==> src/rtl/flhd_pkg.sv <==
// shared types, constants and slope helper for the facility location hull dp core
package flhd_pkg;

    localparam int MAX_SITES_DFLT = 65536;
    localparam int POS_W  = 20;
    localparam int AMT_W  = 16;
    localparam int BC_W   = 32;
    localparam int COST_W = 53;
    localparam int SUM_W  = 32;
    localparam int WSUM_W = 52;
    localparam int HGT_W  = 54;
    localparam int HALF_W = 27;
    localparam int ACC_W  = HGT_W + SUM_W;
    localparam int PRD_W  = ACC_W + 1;
    localparam int PNT_W  = SUM_W + HGT_W;

    localparam logic [COST_W-1:0] COST_MAX = {COST_W{1'b1}};
    localparam logic [SUM_W-1:0]  ASUM_MAX = {SUM_W{1'b1}};
    localparam logic [WSUM_W-1:0] WSUM_MAX = {WSUM_W{1'b1}};

    typedef enum logic [3:0] {
        ST_IDLE,
        ST_HEAD_RD,
        ST_HEAD_CMP,
        ST_COST,
        ST_TAIL_RD,
        ST_TAIL_SLP,
        ST_MUL_A0,
        ST_MUL_A1,
        ST_MUL_B0,
        ST_MUL_B1,
        ST_TAIL_DEC,
        ST_PUSH
    } t_state;

    typedef struct packed {
        logic load;
        logic head_rd;
        logic head_pop;
        logic cost;
        logic tail_rd;
        logic tail_slope;
        logic mul_en;
        logic mul_b;
        logic mul_hi;
        logic tail_pop;
        logic push;
    } t_cmd;

    typedef struct packed {
        logic lt;
        logic head_pop_ok;
        logic inf1;
        logic inf2;
        logic tail_pop_ok;
        logic out_free;
    } t_sts;

    typedef struct packed {
        logic              inf;
        logic              neg;
        logic [HGT_W-1:0]  mag;
        logic [SUM_W-1:0]  dx;
    } t_slope;

    function automatic t_slope make_slope(input logic [SUM_W-1:0] sa,
                                          input logic [HGT_W-1:0] ya,
                                          input logic [SUM_W-1:0] sb,
                                          input logic [HGT_W-1:0] yb);
        logic signed [SUM_W:0] ddx;
        logic signed [HGT_W:0] dy;
        t_slope                r;
        ddx = $signed({1'b0, sb}) - $signed({1'b0, sa});
        if (ddx < 0) begin
            dy   = $signed({1'b0, ya}) - $signed({1'b0, yb});
            r.dx = SUM_W'(-ddx);
        end else begin
            dy   = $signed({1'b0, yb}) - $signed({1'b0, ya});
            r.dx = SUM_W'(ddx);
        end
        r.inf = (ddx == 0);
        r.neg = dy[HGT_W];
        r.mag = dy[HGT_W] ? HGT_W'(-dy) : HGT_W'(dy);
        return r;
    endfunction

endpackage

==> src/rtl/flhd_ctrl.sv <==
// sequencer for head pops, cost, tail pops and push
module flhd_ctrl (
    input  logic           i_clk,
    input  logic           i_rst_n,
    input  logic           i_valid,
    output logic           o_stall,
    input  flhd_pkg::t_sts i_sts,
    output flhd_pkg::t_cmd o_cmd
);

    flhd_pkg::t_state r_state, n_state;

    always_ff @(posedge i_clk) begin
        if (!i_rst_n) begin
            r_state <= flhd_pkg::ST_IDLE;
        end else begin
            r_state <= n_state;
        end
    end

    always_comb begin
        n_state = r_state;
        unique case (r_state)
            flhd_pkg::ST_IDLE:     if (i_valid) n_state = flhd_pkg::ST_HEAD_RD;
            flhd_pkg::ST_HEAD_RD:  n_state = i_sts.lt ? flhd_pkg::ST_HEAD_CMP
                                                      : flhd_pkg::ST_COST;
            flhd_pkg::ST_HEAD_CMP: n_state = i_sts.head_pop_ok ? flhd_pkg::ST_HEAD_RD
                                                               : flhd_pkg::ST_COST;
            flhd_pkg::ST_COST:     n_state = flhd_pkg::ST_TAIL_RD;
            flhd_pkg::ST_TAIL_RD:  n_state = i_sts.lt ? flhd_pkg::ST_TAIL_SLP
                                                      : flhd_pkg::ST_PUSH;
            flhd_pkg::ST_TAIL_SLP: begin
                if (i_sts.inf1) n_state = flhd_pkg::ST_TAIL_RD;
                else if (i_sts.inf2) n_state = flhd_pkg::ST_PUSH;
                else n_state = flhd_pkg::ST_MUL_A0;
            end
            flhd_pkg::ST_MUL_A0:   n_state = flhd_pkg::ST_MUL_A1;
            flhd_pkg::ST_MUL_A1:   n_state = flhd_pkg::ST_MUL_B0;
            flhd_pkg::ST_MUL_B0:   n_state = flhd_pkg::ST_MUL_B1;
            flhd_pkg::ST_MUL_B1:   n_state = flhd_pkg::ST_TAIL_DEC;
            flhd_pkg::ST_TAIL_DEC: n_state = i_sts.tail_pop_ok ? flhd_pkg::ST_TAIL_RD
                                                               : flhd_pkg::ST_PUSH;
            flhd_pkg::ST_PUSH:     if (i_sts.out_free) n_state = flhd_pkg::ST_IDLE;
            default:               n_state = flhd_pkg::ST_IDLE;
        endcase
    end

    always_comb begin
        o_cmd   = '0;
        o_stall = 1'b1;
        unique case (r_state)
            flhd_pkg::ST_IDLE: begin
                o_stall    = 1'b0;
                o_cmd.load = i_valid;
            end
            flhd_pkg::ST_HEAD_RD:  o_cmd.head_rd  = i_sts.lt;
            flhd_pkg::ST_HEAD_CMP: o_cmd.head_pop = i_sts.head_pop_ok;
            flhd_pkg::ST_COST:     o_cmd.cost     = 1'b1;
            flhd_pkg::ST_TAIL_RD:  o_cmd.tail_rd  = i_sts.lt;
            flhd_pkg::ST_TAIL_SLP: begin
                o_cmd.tail_slope = 1'b1;
                o_cmd.tail_pop   = i_sts.inf1;
            end
            flhd_pkg::ST_MUL_A0: o_cmd.mul_en = 1'b1;
            flhd_pkg::ST_MUL_A1: begin
                o_cmd.mul_en = 1'b1;
                o_cmd.mul_hi = 1'b1;
            end
            flhd_pkg::ST_MUL_B0: begin
                o_cmd.mul_en = 1'b1;
                o_cmd.mul_b  = 1'b1;
            end
            flhd_pkg::ST_MUL_B1: begin
                o_cmd.mul_en = 1'b1;
                o_cmd.mul_b  = 1'b1;
                o_cmd.mul_hi = 1'b1;
            end
            flhd_pkg::ST_TAIL_DEC: o_cmd.tail_pop = i_sts.tail_pop_ok;
            flhd_pkg::ST_PUSH:     o_cmd.push     = i_sts.out_free;
            default:               o_cmd = '0;
        endcase
    end

endmodule

==> config.mk <==
export PLATFORM = sky130hd
export DESIGN_NAME = flhd_ctrl
export DESIGN_NICKNAME = d
export VERILOG_FILES = /design/src/rtl/flhd_pkg.sv /design/src/rtl/flhd_ctrl.sv
export SDC_FILE = /design/constraint.sdc
export NUM_CORES = 1
export LEC_CHECK = 0
export CORE_AREA = 2 2 39 41
export CTS_CLUSTER_DIAMETER = 120
export DETAILED_ROUTE_END_ITERATION = 6
export DIE_AREA = 0 0 41 43
export DONT_BUFFER_PORTS = 1
export GPL_TIMING_DRIVEN = 1
export PLACE_DENSITY = 0.45
export SLEW_MARGIN = 20
export SYNTH_ARGS = -nofsm -noshare
export SYNTH_HDL_FRONTEND = slang
export SYNTH_SLANG_ARGS = --single-unit
==> constraint.sdc <==
create_clock -name i_clk -period 1.6 [get_ports i_clk]
set_input_delay 0.24 -clock i_clk [delete_from_list [all_inputs] [get_ports i_clk]]
set_output_delay 0.24 -clock i_clk [all_outputs]
set_load 0.05 [all_outputs]
# [Word-level counts from Yosys, hierarchy flattened]
# Cells that the tools add are included.
[word_totals] reg_bits=4 latch_bits=0 mem_bits_rw=0 mem_bits_ro=0 output_inout_bits=12 mem_count=0
[op_classes] add_sub_neg=0 mul=0 div_mod_pow=0 n_lt_le_gt_ge=0 n_eq_ne=13 shifts=0 muxes=21 bitwise=0 reduce_logical=5
[ops] op="4-bit case mux with 12 select lines" n=1
[ops] op="4-bit two-way mux" n=6
[ops] op="4-bit by 3-bit == test with 1-bit output, second input constant" n=4
[ops] op="4-bit == test, second input constant" n=4
[ops] op="1-bit two-way mux" n=12
[ops] op="4-bit by 2-bit == test with 1-bit output, second input constant" n=2
[ops] op="4-bit by 1-bit == test with 1-bit output, second input constant" n=1
[ops] op="4-bit logical NOT" n=1
[ops] op="2-bit inequality test, second input constant" n=2
[ops] op="2-bit OR reduction" n=2
[ops] op="4-bit OR reduction" n=1
[ops] op="2-bit two-way mux" n=1
[ops] op="1-bit case mux with 2 select lines" n=1
[ops] op="2-bit AND reduction" n=1

# [Depth between registers and ports, before layout]
# Gate-level depths: netlist of run 1.
[depth] depth_word=3 mapped_depth=5

# [Least setup slack after synthesis of run 1]
# Ideal clock, no wire load.
[synth_path] kind="register to output" startpoint="register r_state[2]" endpoint="output port o_cmd[2] in the netlist's numbering" t_arrival_ps=2188 required_time_ps=1360 slack_ps=-828 stages_incl_launch_ff=6 cell_sequence="dfxtp_1 buf_6 nand2b_1 nor2_1 a21o_1 and2_1"
[synth_lines] element="start, declared" line="flhd_ctrl.sv:11" rtl="flhd_pkg::t_state r_state, n_state;"
[synth_lines] element="start signal, assigned" line="flhd_ctrl.sv:15" rtl="r_state <= flhd_pkg::ST_IDLE;"
[synth_lines] element="start signal, assigned" line="flhd_ctrl.sv:17" rtl="r_state <= n_state;"
[synth_lines] element="end, declared" line="flhd_ctrl.sv:8" rtl="output flhd_pkg::t_cmd o_cmd"

==> reports/qor.yml, run 1 <==
layout:
  post-route-util_pct: 48.37
  n_antenna_cell: 0
  fin_area_um2: 669.4
  area_growth_pct: 56.89
  nNetsFinal: 87
  reg.largest.list: "r_state: 4 flops"
  largest_reg_flops: 4
  top_register: "r_state"
  drive_gt1_share_pct: 40.79
grt:
  grt_start_max_net_pins: 13
  gr-total-overflow: 0
  antenna_found_initial: 0
  grt_use_total_pct: 15.66
  grt_pass1_wl_mm: 1.876
  grt_pass1_vias: 469
synthesis:
  synth_top_area_share_pct: 18.77
  syn_nets: 71
  syn_area_per_cell_um2: 6.882
  synth_top_family_by_area: "simple AND/OR/NAND/NOR gates"
  synth-compound-area-share_pct: 24.93
  synth_ff_type: "dfxtp_1"
  yosys.area_share.adder_pct: 0
  synth_mux_area_share_pct: 0
  netlist_area_um2: 426.7
  yosys_warnings: 0
  synth_area_leader_cell: "dfxtp_1"
  synth_xor_area_share_pct: 0
  synth_edf_count: 0
  syn_inst: 62
  yosysUniqueCellTypes: 27
  netlist_top_cells_count: "nor2_1 (7), a21oi_1 (6), nand2_1 (6)"
  ys_ff_latch: 4
  synth.most_common_cell: "nor2_1"
  synth-simple-area-share_pct: 50.44
  async_flop_share_pct: 0
  yosys-top-cells-area: "dfxtp_1 (19%), a21oi_1 (7.0%), nor2_1 (6.2%)"
  ys_seq_area_share_pct: 18.77
sta:
  finClkSkew_ns: 0.004784
  fin_crit_sh_pct: 97.06
  setup-violations-final: 0
  worst_pin_slew_ns: 0.2354
  relSlewSlack_pct: 84.20
  finalHoldViolations: 0
  clock.fmax_ghz: 0.6439
  slew_viol_final: 0
  tns_ns: 0
  period_minus_slack_ns: 1.553
place:
  dpl-instance-area_um2: 619.3
  gp_congestion: 0.7863
  portBuffers: 0
  dp_hpwl_um: 908.3
setup_path:
  startpoint_type: "flip-flop"
  arrival_ns: 1.31
  crit_start: "r_state[2]"
  r2r_start: "r_state[0]"
  reg2regPathDepth: 5
  end_kind: "primary output"
  crit_type: "reg2out"
  reg2reg_slack_ns: 0.34
  cp-endpoint: "o_cmd[1]"
  reg2reg_to: "r_state[0]"
  required_ns: 1.36
  cp_max_fo: 9
cts:
  htreeDepth: 1
  holdBufCountCts: 0
  tritoncts: "yes"
  cts_made_buffers: 3
  clkTransAtPathRegs_ns: 0.04
  clock-sinks: 4
  clock_path_buffers: 2
  clock_latency_ns: 0.24
  clockRootBuffer: "clkbuf_4"
detailed_routing:
  drc: 0
  routed_wirelength_mm: 1.182
  wl_met3_um: 76
  highest_layer: "met4"
  drtIter0Drc: 19
  avgViaCountPerCell: 5.337
  routedWlPerCell_um: 12.85
  route.vias.total: 491
  antenna_left: 0
  first_pass_iters: 4
  met1Wirelength_um: 496
  met2_length_um: 571
floorplan:
  die_area_um2: 1763
  core_area_um2: 1384
  num_rows: 14
  die_w_um: 41
  ios: 21
  start_util_pct: 30.83
  die_y_um: 43
worst_hold_path:
  min_path_type: "in2reg"
power_and_ir_drop:
  p_per_area_nw_per_um2: 1246
  vdd_drop_max_v: 0.001140
  leakage_nw: 0.2837
  report.power.total_w: 0.0008339
flow_run:
  maxCapViolCount: 0
outcome:
  status: "complete, no violations"
-- critical path, stage by stage, from the launching register on --
cell and delay (ns):
dfxtp_4 0.36, and2b_2 0.26, nand3_2 0.10, o21ai_2 0.20
buf_12 0.16
-- cells in the final DEF, fill, tap and decap left out, types with 2 or more instances in the layout --
master / count
buf_4: 9
nand2_1: 6
a21oi_1: 6
buf_12: 6
nor2_1: 4
and3_1: 4
nand2b_1: 4
clkbuf_4: 3
nor2_2: 2
and2_1: 2
nor2b_1: 2
o21ai_0: 2
nand4b_1: 2
o211ai_1: 2
dfxtp_4: 2
-- stage by stage --
stage	hold slack [ns]	cells	setup slack, ns
final	0.1236	92	0.04703
after global routing	0.1385	92	-0.004615
after CTS	0.1197	91	0.009359
after detailed placement	0.3691	88	0.1159
after global placement	0.3729	88	0.1393
after floorplan	0.3575	62	-0.1249
-- worst min path at each step --
stage	from	endpoint	cells past startpoint
after floorplan	i_rst_n	r_state[2]	1
after global placement	i_rst_n	r_state[2]	1
after detailed placement	i_rst_n	r_state[2]	1
after CTS	i_rst_n	r_state[2]	1
after global routing	i_rst_n	r_state[2]	1
final	i_rst_n	r_state[2]	1
-- where the power goes --
group          internal, W  switching [W]  leakage, nW
logic             0.000228       0.000308        0.235
clock network    0.0000839      0.0000415       0.0138
registers         0.000126      0.0000476       0.0347
-- per-layer routing --
layer / GRT usage, % / vias to the layer above
li1: - / 252
met1: 18.97 / 218
met2: 23.44 / 16
met3: 2.094 / 5
met4: 12.00 / 0
met5: 0 / -
-- logic make-up after synthesis --
| family | count (synthesis) |
|---|---|
| AOI/OAI and AO/OA | 17 |
| DFF | 4 |
| and+or+nand+nor | 37 |
| buffers and inverters | 4 |
-- layout make-up --
cell class / instances / area [um2]
flip-flops and latches: 4 / 88.84
fillers: 137 / 714.4
clock buffers: 3 / 22.52
well taps: 16 / 20.02
multi-input cells: 54 / 350.3
repair buffers: 15 / 187.7
-- repair_timing --
| action | in CTS | in global routing |
|---|---|---|
| pin swaps | 0 | 1 |
| gates resized for setup | 5 | 4 |
| endpoints found under the setup margin | 6 | 4 |
| setup buffers | 0 | 1 |
(Power assumes the default switching activity.)
==> run 2: changes to the inputs <==
--- a/config.mk
+++ b/config.mk
@@ -7,6 +7,7 @@
 export LEC_CHECK = 0
 export CORE_AREA = 2 2 39 41
 export CTS_CLUSTER_DIAMETER = 120
+export CTS_CLUSTER_SIZE = 16
 export DETAILED_ROUTE_END_ITERATION = 6
 export DIE_AREA = 0 0 41 43
 export DONT_BUFFER_PORTS = 1
==> constraint.sdc (replaced) <==
create_clock -name i_clk -period 1.5 [get_ports i_clk]
set_input_delay 0.225 -clock i_clk [delete_from_list [all_inputs] [get_ports i_clk]]
set_output_delay 0.225 -clock i_clk [all_outputs]
set_load 0.1 [all_outputs]
==> run 2 against run 1 <==
Against the previous run: the flow now finishes with violations (setup timing); highest routed layer is now met3; largest power group unchanged; critical path type unchanged; via count increased by 13%; critical path depth grew 1; cell count rose by 5.4%; clock skew is 0.0025 ns higher; die area stayed put; clock power is 6% higher; power is 46% higher; sequential power increased by 19%; design area grew 21%; sequential cell count did not move; non-clock buffer count grew 5; first-iteration DRC count is 74% lower.
==> reports/qor.yml, run 2 (synthesis results as in run 1) <==
outcome:
  status: "finished, violations left"
  violations: "setup timing"
grt:
  grt_pass1_vias: 533
  grt_use_total_pct: 20.16
  grt_start_max_net_pins: 11
  gr-total-overflow: 0
  antenna_found_initial: 0
  grt_pass1_wl_mm: 2.442
setup_path:
  startpoint_type: "flip-flop"
  cp_max_fo: 6
  required_ns: 1.27
  crit_start: "r_state[2]"
  end_kind: "primary output"
  crit_type: "reg2out"
  max_stage_delay_ns: 0.38
  slowest_stage: "dfxtp_4"
  arrival_ns: 1.32
  r2r_start: "r_state[2]"
  worstPathCellList: "buf_6 -> nor3b_4 -> nand3_2 -> o21ai_4 -> buf_12"
sta:
  period_minus_slack_ns: 1.542
  finClkSkew_ns: 0.007280
  slew_viol_final: 0
  relSlewSlack_pct: 78.81
  rsz0062_at_grt: "true"
  layout_setup_ws_ns: -0.04174
  worst_pin_slew_ns: 0.3157
  finalHoldViolations: 0
  clock.fmax_ghz: 0.6486
  fin_crit_sh_pct: 102.8
  setup-violations-final: 3
  tns_ns: -0.07953
cts:
  clock_latency_ns: 0.24
  clock-sinks: 4
  cts_made_buffers: 3
  tritoncts: "yes"
  clockRootBuffer: "clkbuf_4"
  clkTransAtPathRegs_ns: 0.04
  clock_path_buffers: 2
  htreeDepth: 1
  holdBufCountCts: 0
layout:
  area_growth_pct: 90.03
  most-common-layout-cells: "buf_12 (8), buf_4 (7), a21oi_1 (6)"
  post-route-util_pct: 58.59
  top_register: "r_state"
  largest_reg_flops: 4
  nNetsFinal: 92
  n_antenna_cell: 0
  drive_gt1_share_pct: 56.79
  final_common_cell: "buf_12"
  multi_input_area_um2: 414.1
  reg.largest.list: "r_state: 4 flops"
  fillers: 133
  fin_cells: 97
  regArea_um2: 92.59
floorplan:
  num_rows: 14
  die_area_um2: 1763
  ios: 21
  core_area_um2: 1384
  die_w_um: 41
  start_util_pct: 30.83
  die_y_um: 43
worst_hold_path:
  min-delay-start: "i_rst_n"
  min_path_type: "in2reg"
place:
  gp_congestion: 0.8637
  dp_hpwl_mm: 1.078
  portBuffers: 0
  dp.cells: 90
  dp_slack_ns: 0.07166
power_and_ir_drop:
  p_per_area_nw_per_um2: 1502
  report.power.total_w: 0.001218
  leakage_nw: 0.3149
  vdd_drop_max_v: 0.0005916
detailed_routing:
  drc: 0
  first_pass_iters: 4
  routed_wirelength_mm: 1.525
  drtIter0Drc: 5
  avgViaCountPerCell: 5.742
  route.vias.total: 557
  routedWlPerCell_um: 15.72
  antenna_left: 0
flow_run:
  maxCapViolCount: 0
run 2: timing repair:
action / in CTS / in global routing
endpoints found under the setup margin: 10 / 9
gates cloned: 0 / 0
pin swaps: 2 / 2
setup buffers: 4 / 0
gates resized for setup: 15 / 4
run 2: final timing paths:
check,slack (ns),cells after the start,to
max,-0.04,5,o_cmd[1]
min,0.10,1,r_state[2]
max reg2reg,0.11,6,r_state[0]
min reg2reg,0.61,2,r_state[3]
run 2: area by class of cell:
class	count	share of cell area, %
Timing Repair Buffer	20	32.25
Clock buffer	3	2.778
Multi-Input combinational cell	54	51.08
Sequential cell	4	11.42
Tap cell	16	2.469
run 2: report_power, final:
part | switching [W] | internal, W
combinational | 0.000544 | 0.000335
sequential | 0.0000673 | 0.000138
clock | 0.0000439 | 0.0000894
total | 0.000656 | 0.000562
run 2: per-layer routing:
layer | wire length (um) | GRT usage, %
met5 | 0 | 0
met4 | 0 | 4.000
met3 | 100 | 6.283
met2 | 798 | 31.87
met1 | 626 | 25.96
run 2: per-stage QoR:
step	hold WS (ns)	cell area, um2
3_5_place_dp	0.3499	701.9
2_1_floorplan	0.3425	493.0
6_report	0.1023	810.8
3_3_place_gp	0.3526	701.9
4_1_cts	0.09460	795.8
5_1_grt	0.1026	810.8
run 2: critical path: cells and delay by family, from the launching register on:
| kind | cells | cell delay, ns |
|---|---|---|
| AO/OA/AOI/OAI | 1 | 0.08 |
| buffers and inverters | 2 | 0.30 |
| flip-flops | 1 | 0.38 |
| AND/OR/NAND/NOR | 2 | 0.32 |
==> run 3: changes to the inputs <==
--- a/config.mk
+++ b/config.mk
@@ -5,6 +5,7 @@
 export SDC_FILE = /design/constraint.sdc
 export NUM_CORES = 1
 export LEC_CHECK = 0
+export CAP_MARGIN = 20
 export CORE_AREA = 2 2 39 41
 export CTS_CLUSTER_DIAMETER = 120
 export CTS_CLUSTER_SIZE = 16
@@ -12,7 +13,6 @@
 export DIE_AREA = 0 0 41 43
 export DONT_BUFFER_PORTS = 1
 export GPL_TIMING_DRIVEN = 1
-export PLACE_DENSITY = 0.45
 export SLEW_MARGIN = 20
 export SYNTH_ARGS = -nofsm -noshare
 export SYNTH_HDL_FRONTEND = slang
==> constraint.sdc (replaced) <==
create_clock -name i_clk -period 1.95 [get_ports i_clk]
set_input_delay 0.2925 -clock i_clk [delete_from_list [all_inputs] [get_ports i_clk]]
set_output_delay 0.2925 -clock i_clk [all_outputs]
set_load 0.1 [all_outputs]
==> run 3 against run 2 <==
Against the previous run: the flow now finishes without violations; non-clock buffer count down 9; worst setup slack better by 0.16 ns; sequential share of layout area up 2.4 points; register-to-register slack better by 0.48 ns; cell count down 9.3%; combinational power down 42%; via count down 12%; power down 37%; sequential cell count unchanged; clock skew down 0.0014 ns; critical endpoint unchanged; highest routed layer unchanged.
==> reports/qor.yml, run 3 (synthesis results as in run 1) <==
floorplan:
  start_util_pct: 30.83
  die_area_um2: 1763
  ios: 21
  die_w_um: 41
  die_y_um: 43
  num_rows: 14
  core_area_um2: 1384
power_and_ir_drop:
  p_per_area_nw_per_um2: 1292
  vdd_drop_max_v: 0.0007975
  leakage_nw: 0.2553
  report.power.total_w: 0.0007711
sta:
  layout_setup_ws_ns: 0.1152
  fin_crit_sh_pct: 94.09
  finClkSkew_ns: 0.005886
  rsz0062_at_grt: "false"
  relSlewSlack_pct: 73.36
  clock.fmax_ghz: 0.5450
  hold-worst-slack_ns: 0.1872
  setup-violations-final: 0
  period_minus_slack_ns: 1.835
  worst_pin_slew_ns: 0.3990
  finalHoldViolations: 0
  slew_viol_final: 0
layout:
  largest_reg_flops: 4
  drive_gt1_share_pct: 30.56
  fin_cells: 88
  area_growth_pct: 39.88
  most-common-layout-cells: "buf_4 (7), nand2_1 (6), a21oi_1 (6)"
  reg.largest.list: "r_state: 4 flops"
  n_antenna_cell: 0
  nNetsFinal: 83
  top_register: "r_state"
  fin_area_um2: 596.8
  final_common_cell: "buf_4"
cts:
  cts_made_buffers: 3
  clock_path_buffers: 2
  tritoncts: "yes"
  clockRootBuffer: "clkbuf_4"
  htreeDepth: 1
  clkTransAtPathRegs_ns: 0.04
  clock_latency_ns: 0.23
  clock-sinks: 4
detailed_routing:
  routed_wirelength_mm: 1.160
  antenna_left: 0
  drtIter0Drc: 13
  avgViaCountPerCell: 5.557
  routedWlPerCell_um: 13.18
  route.vias.total: 489
  first_pass_iters: 2
  drc: 0
setup_path:
  slowest_stage: "dfxtp_1"
  r2r_start: "r_state[3]"
  reg2reg_to: "r_state[0]"
  reg2reg_slack_ns: 0.59
  worstPathCellList: "and2b_1 -> nand3_1 -> o21ai_2 -> buf_12"
  crit_type: "reg2out"
  reg2regPathDepth: 4
  max_stage_delay_ns: 0.55
  cp_max_fo: 12
  required_ns: 1.66
  startpoint_type: "flip-flop"
  arrival_ns: 1.54
  end_kind: "primary output"
worst_hold_path:
  min_to: "r_state[2]"
  min-delay-start: "i_rst_n"
  min_path_type: "in2reg"
  min_delay_path_depth: 1
place:
  portBuffers: 0
  dp_hpwl_um: 875.5
  dpl-instance-area_um2: 571.8
  dp.cells: 85
  gp_congestion: 0.7554
  dp_slack_ns: 0.3229
grt:
  antenna_found_initial: 0
  grt_use_total_pct: 15.75
  grt_pass1_vias: 475
  gr-total-overflow: 0
  grt_pass1_wl_mm: 1.904
  grt_start_max_net_pins: 17
outcome:
  status: "complete, no violations"
flow_run:
  maxCapViolCount: 0
run 3: layout make-up:
cell class | instances | area (um2)
Fill cell | 142 | 787.0
Timing Repair Buffer | 11 | 132.6
Tap cell | 16 | 20.02
Clock buffer | 3 | 22.52
Multi-Input combinational cell | 54 | 339.1
Sequential cell | 4 | 82.58
run 3: through the flow:
stage | utilization, % | TNS (ns)
6_report | 43.13 | 0
5_1_grt | 43.13 | 0
4_1_cts | 42.95 | 0
3_5_place_dp | 41.32 | 0
3_3_place_gp | 41.32 | 0
2_1_floorplan | - | -0.3702
run 3: repair_timing:
| item | CTS | global route |
|---|---|---|
| setup buffers | 0 | 0 |
| resized for setup | 0 | 2 |
| endpoints found under the setup margin | 0 | 3 |
| hold buffers | 0 | 0 |
run 3: worst max path at each step:
| stage | to | start | slack (ns) | depth (start not counted) |
|---|---|---|---|---|
| global route | o_cmd[1] | r_state[3] | 0.02 | 4 |
| finish | o_cmd[1] | r_state[3] | 0.12 | 4 |
| detailed placement | o_cmd[0] | r_state[1] | 0.32 | 3 |
| floorplan | o_cmd[2] | r_state[2] | -0.37 | 5 |
| global placement | o_cmd[1] | r_state[3] | 0.35 | 4 |
| CTS | o_cmd[0] | r_state[1] | 0.05 | 3 |
run 3: worst max-delay path: cells and delay by family (launching register included):
family | cells | cell delay, ns
simple gates | 2 | 0.38
buf+inv | 1 | 0.19
flops | 1 | 0.55
compound gates | 1 | 0.19
run 3: report_power, final:
part           leakage [nW]  internal [W]  switching (W)  total (W)
Combinational         0.208      0.000151       0.000356   0.000507
Clock                0.0138     0.0000688      0.0000332   0.000102
Sequential           0.0336      0.000102      0.0000601   0.000162
run 3: routing by layer:
metal / GRT usage [%] / routed length [um] / vias up
met1: 18.91 / 481 / 235
met3: 1.571 / 45 / 0
met5: 0 / 0 / -
li1: - / - / 246
met4: 10.00 / 0 / 0
met2: 25.00 / 633 / 8
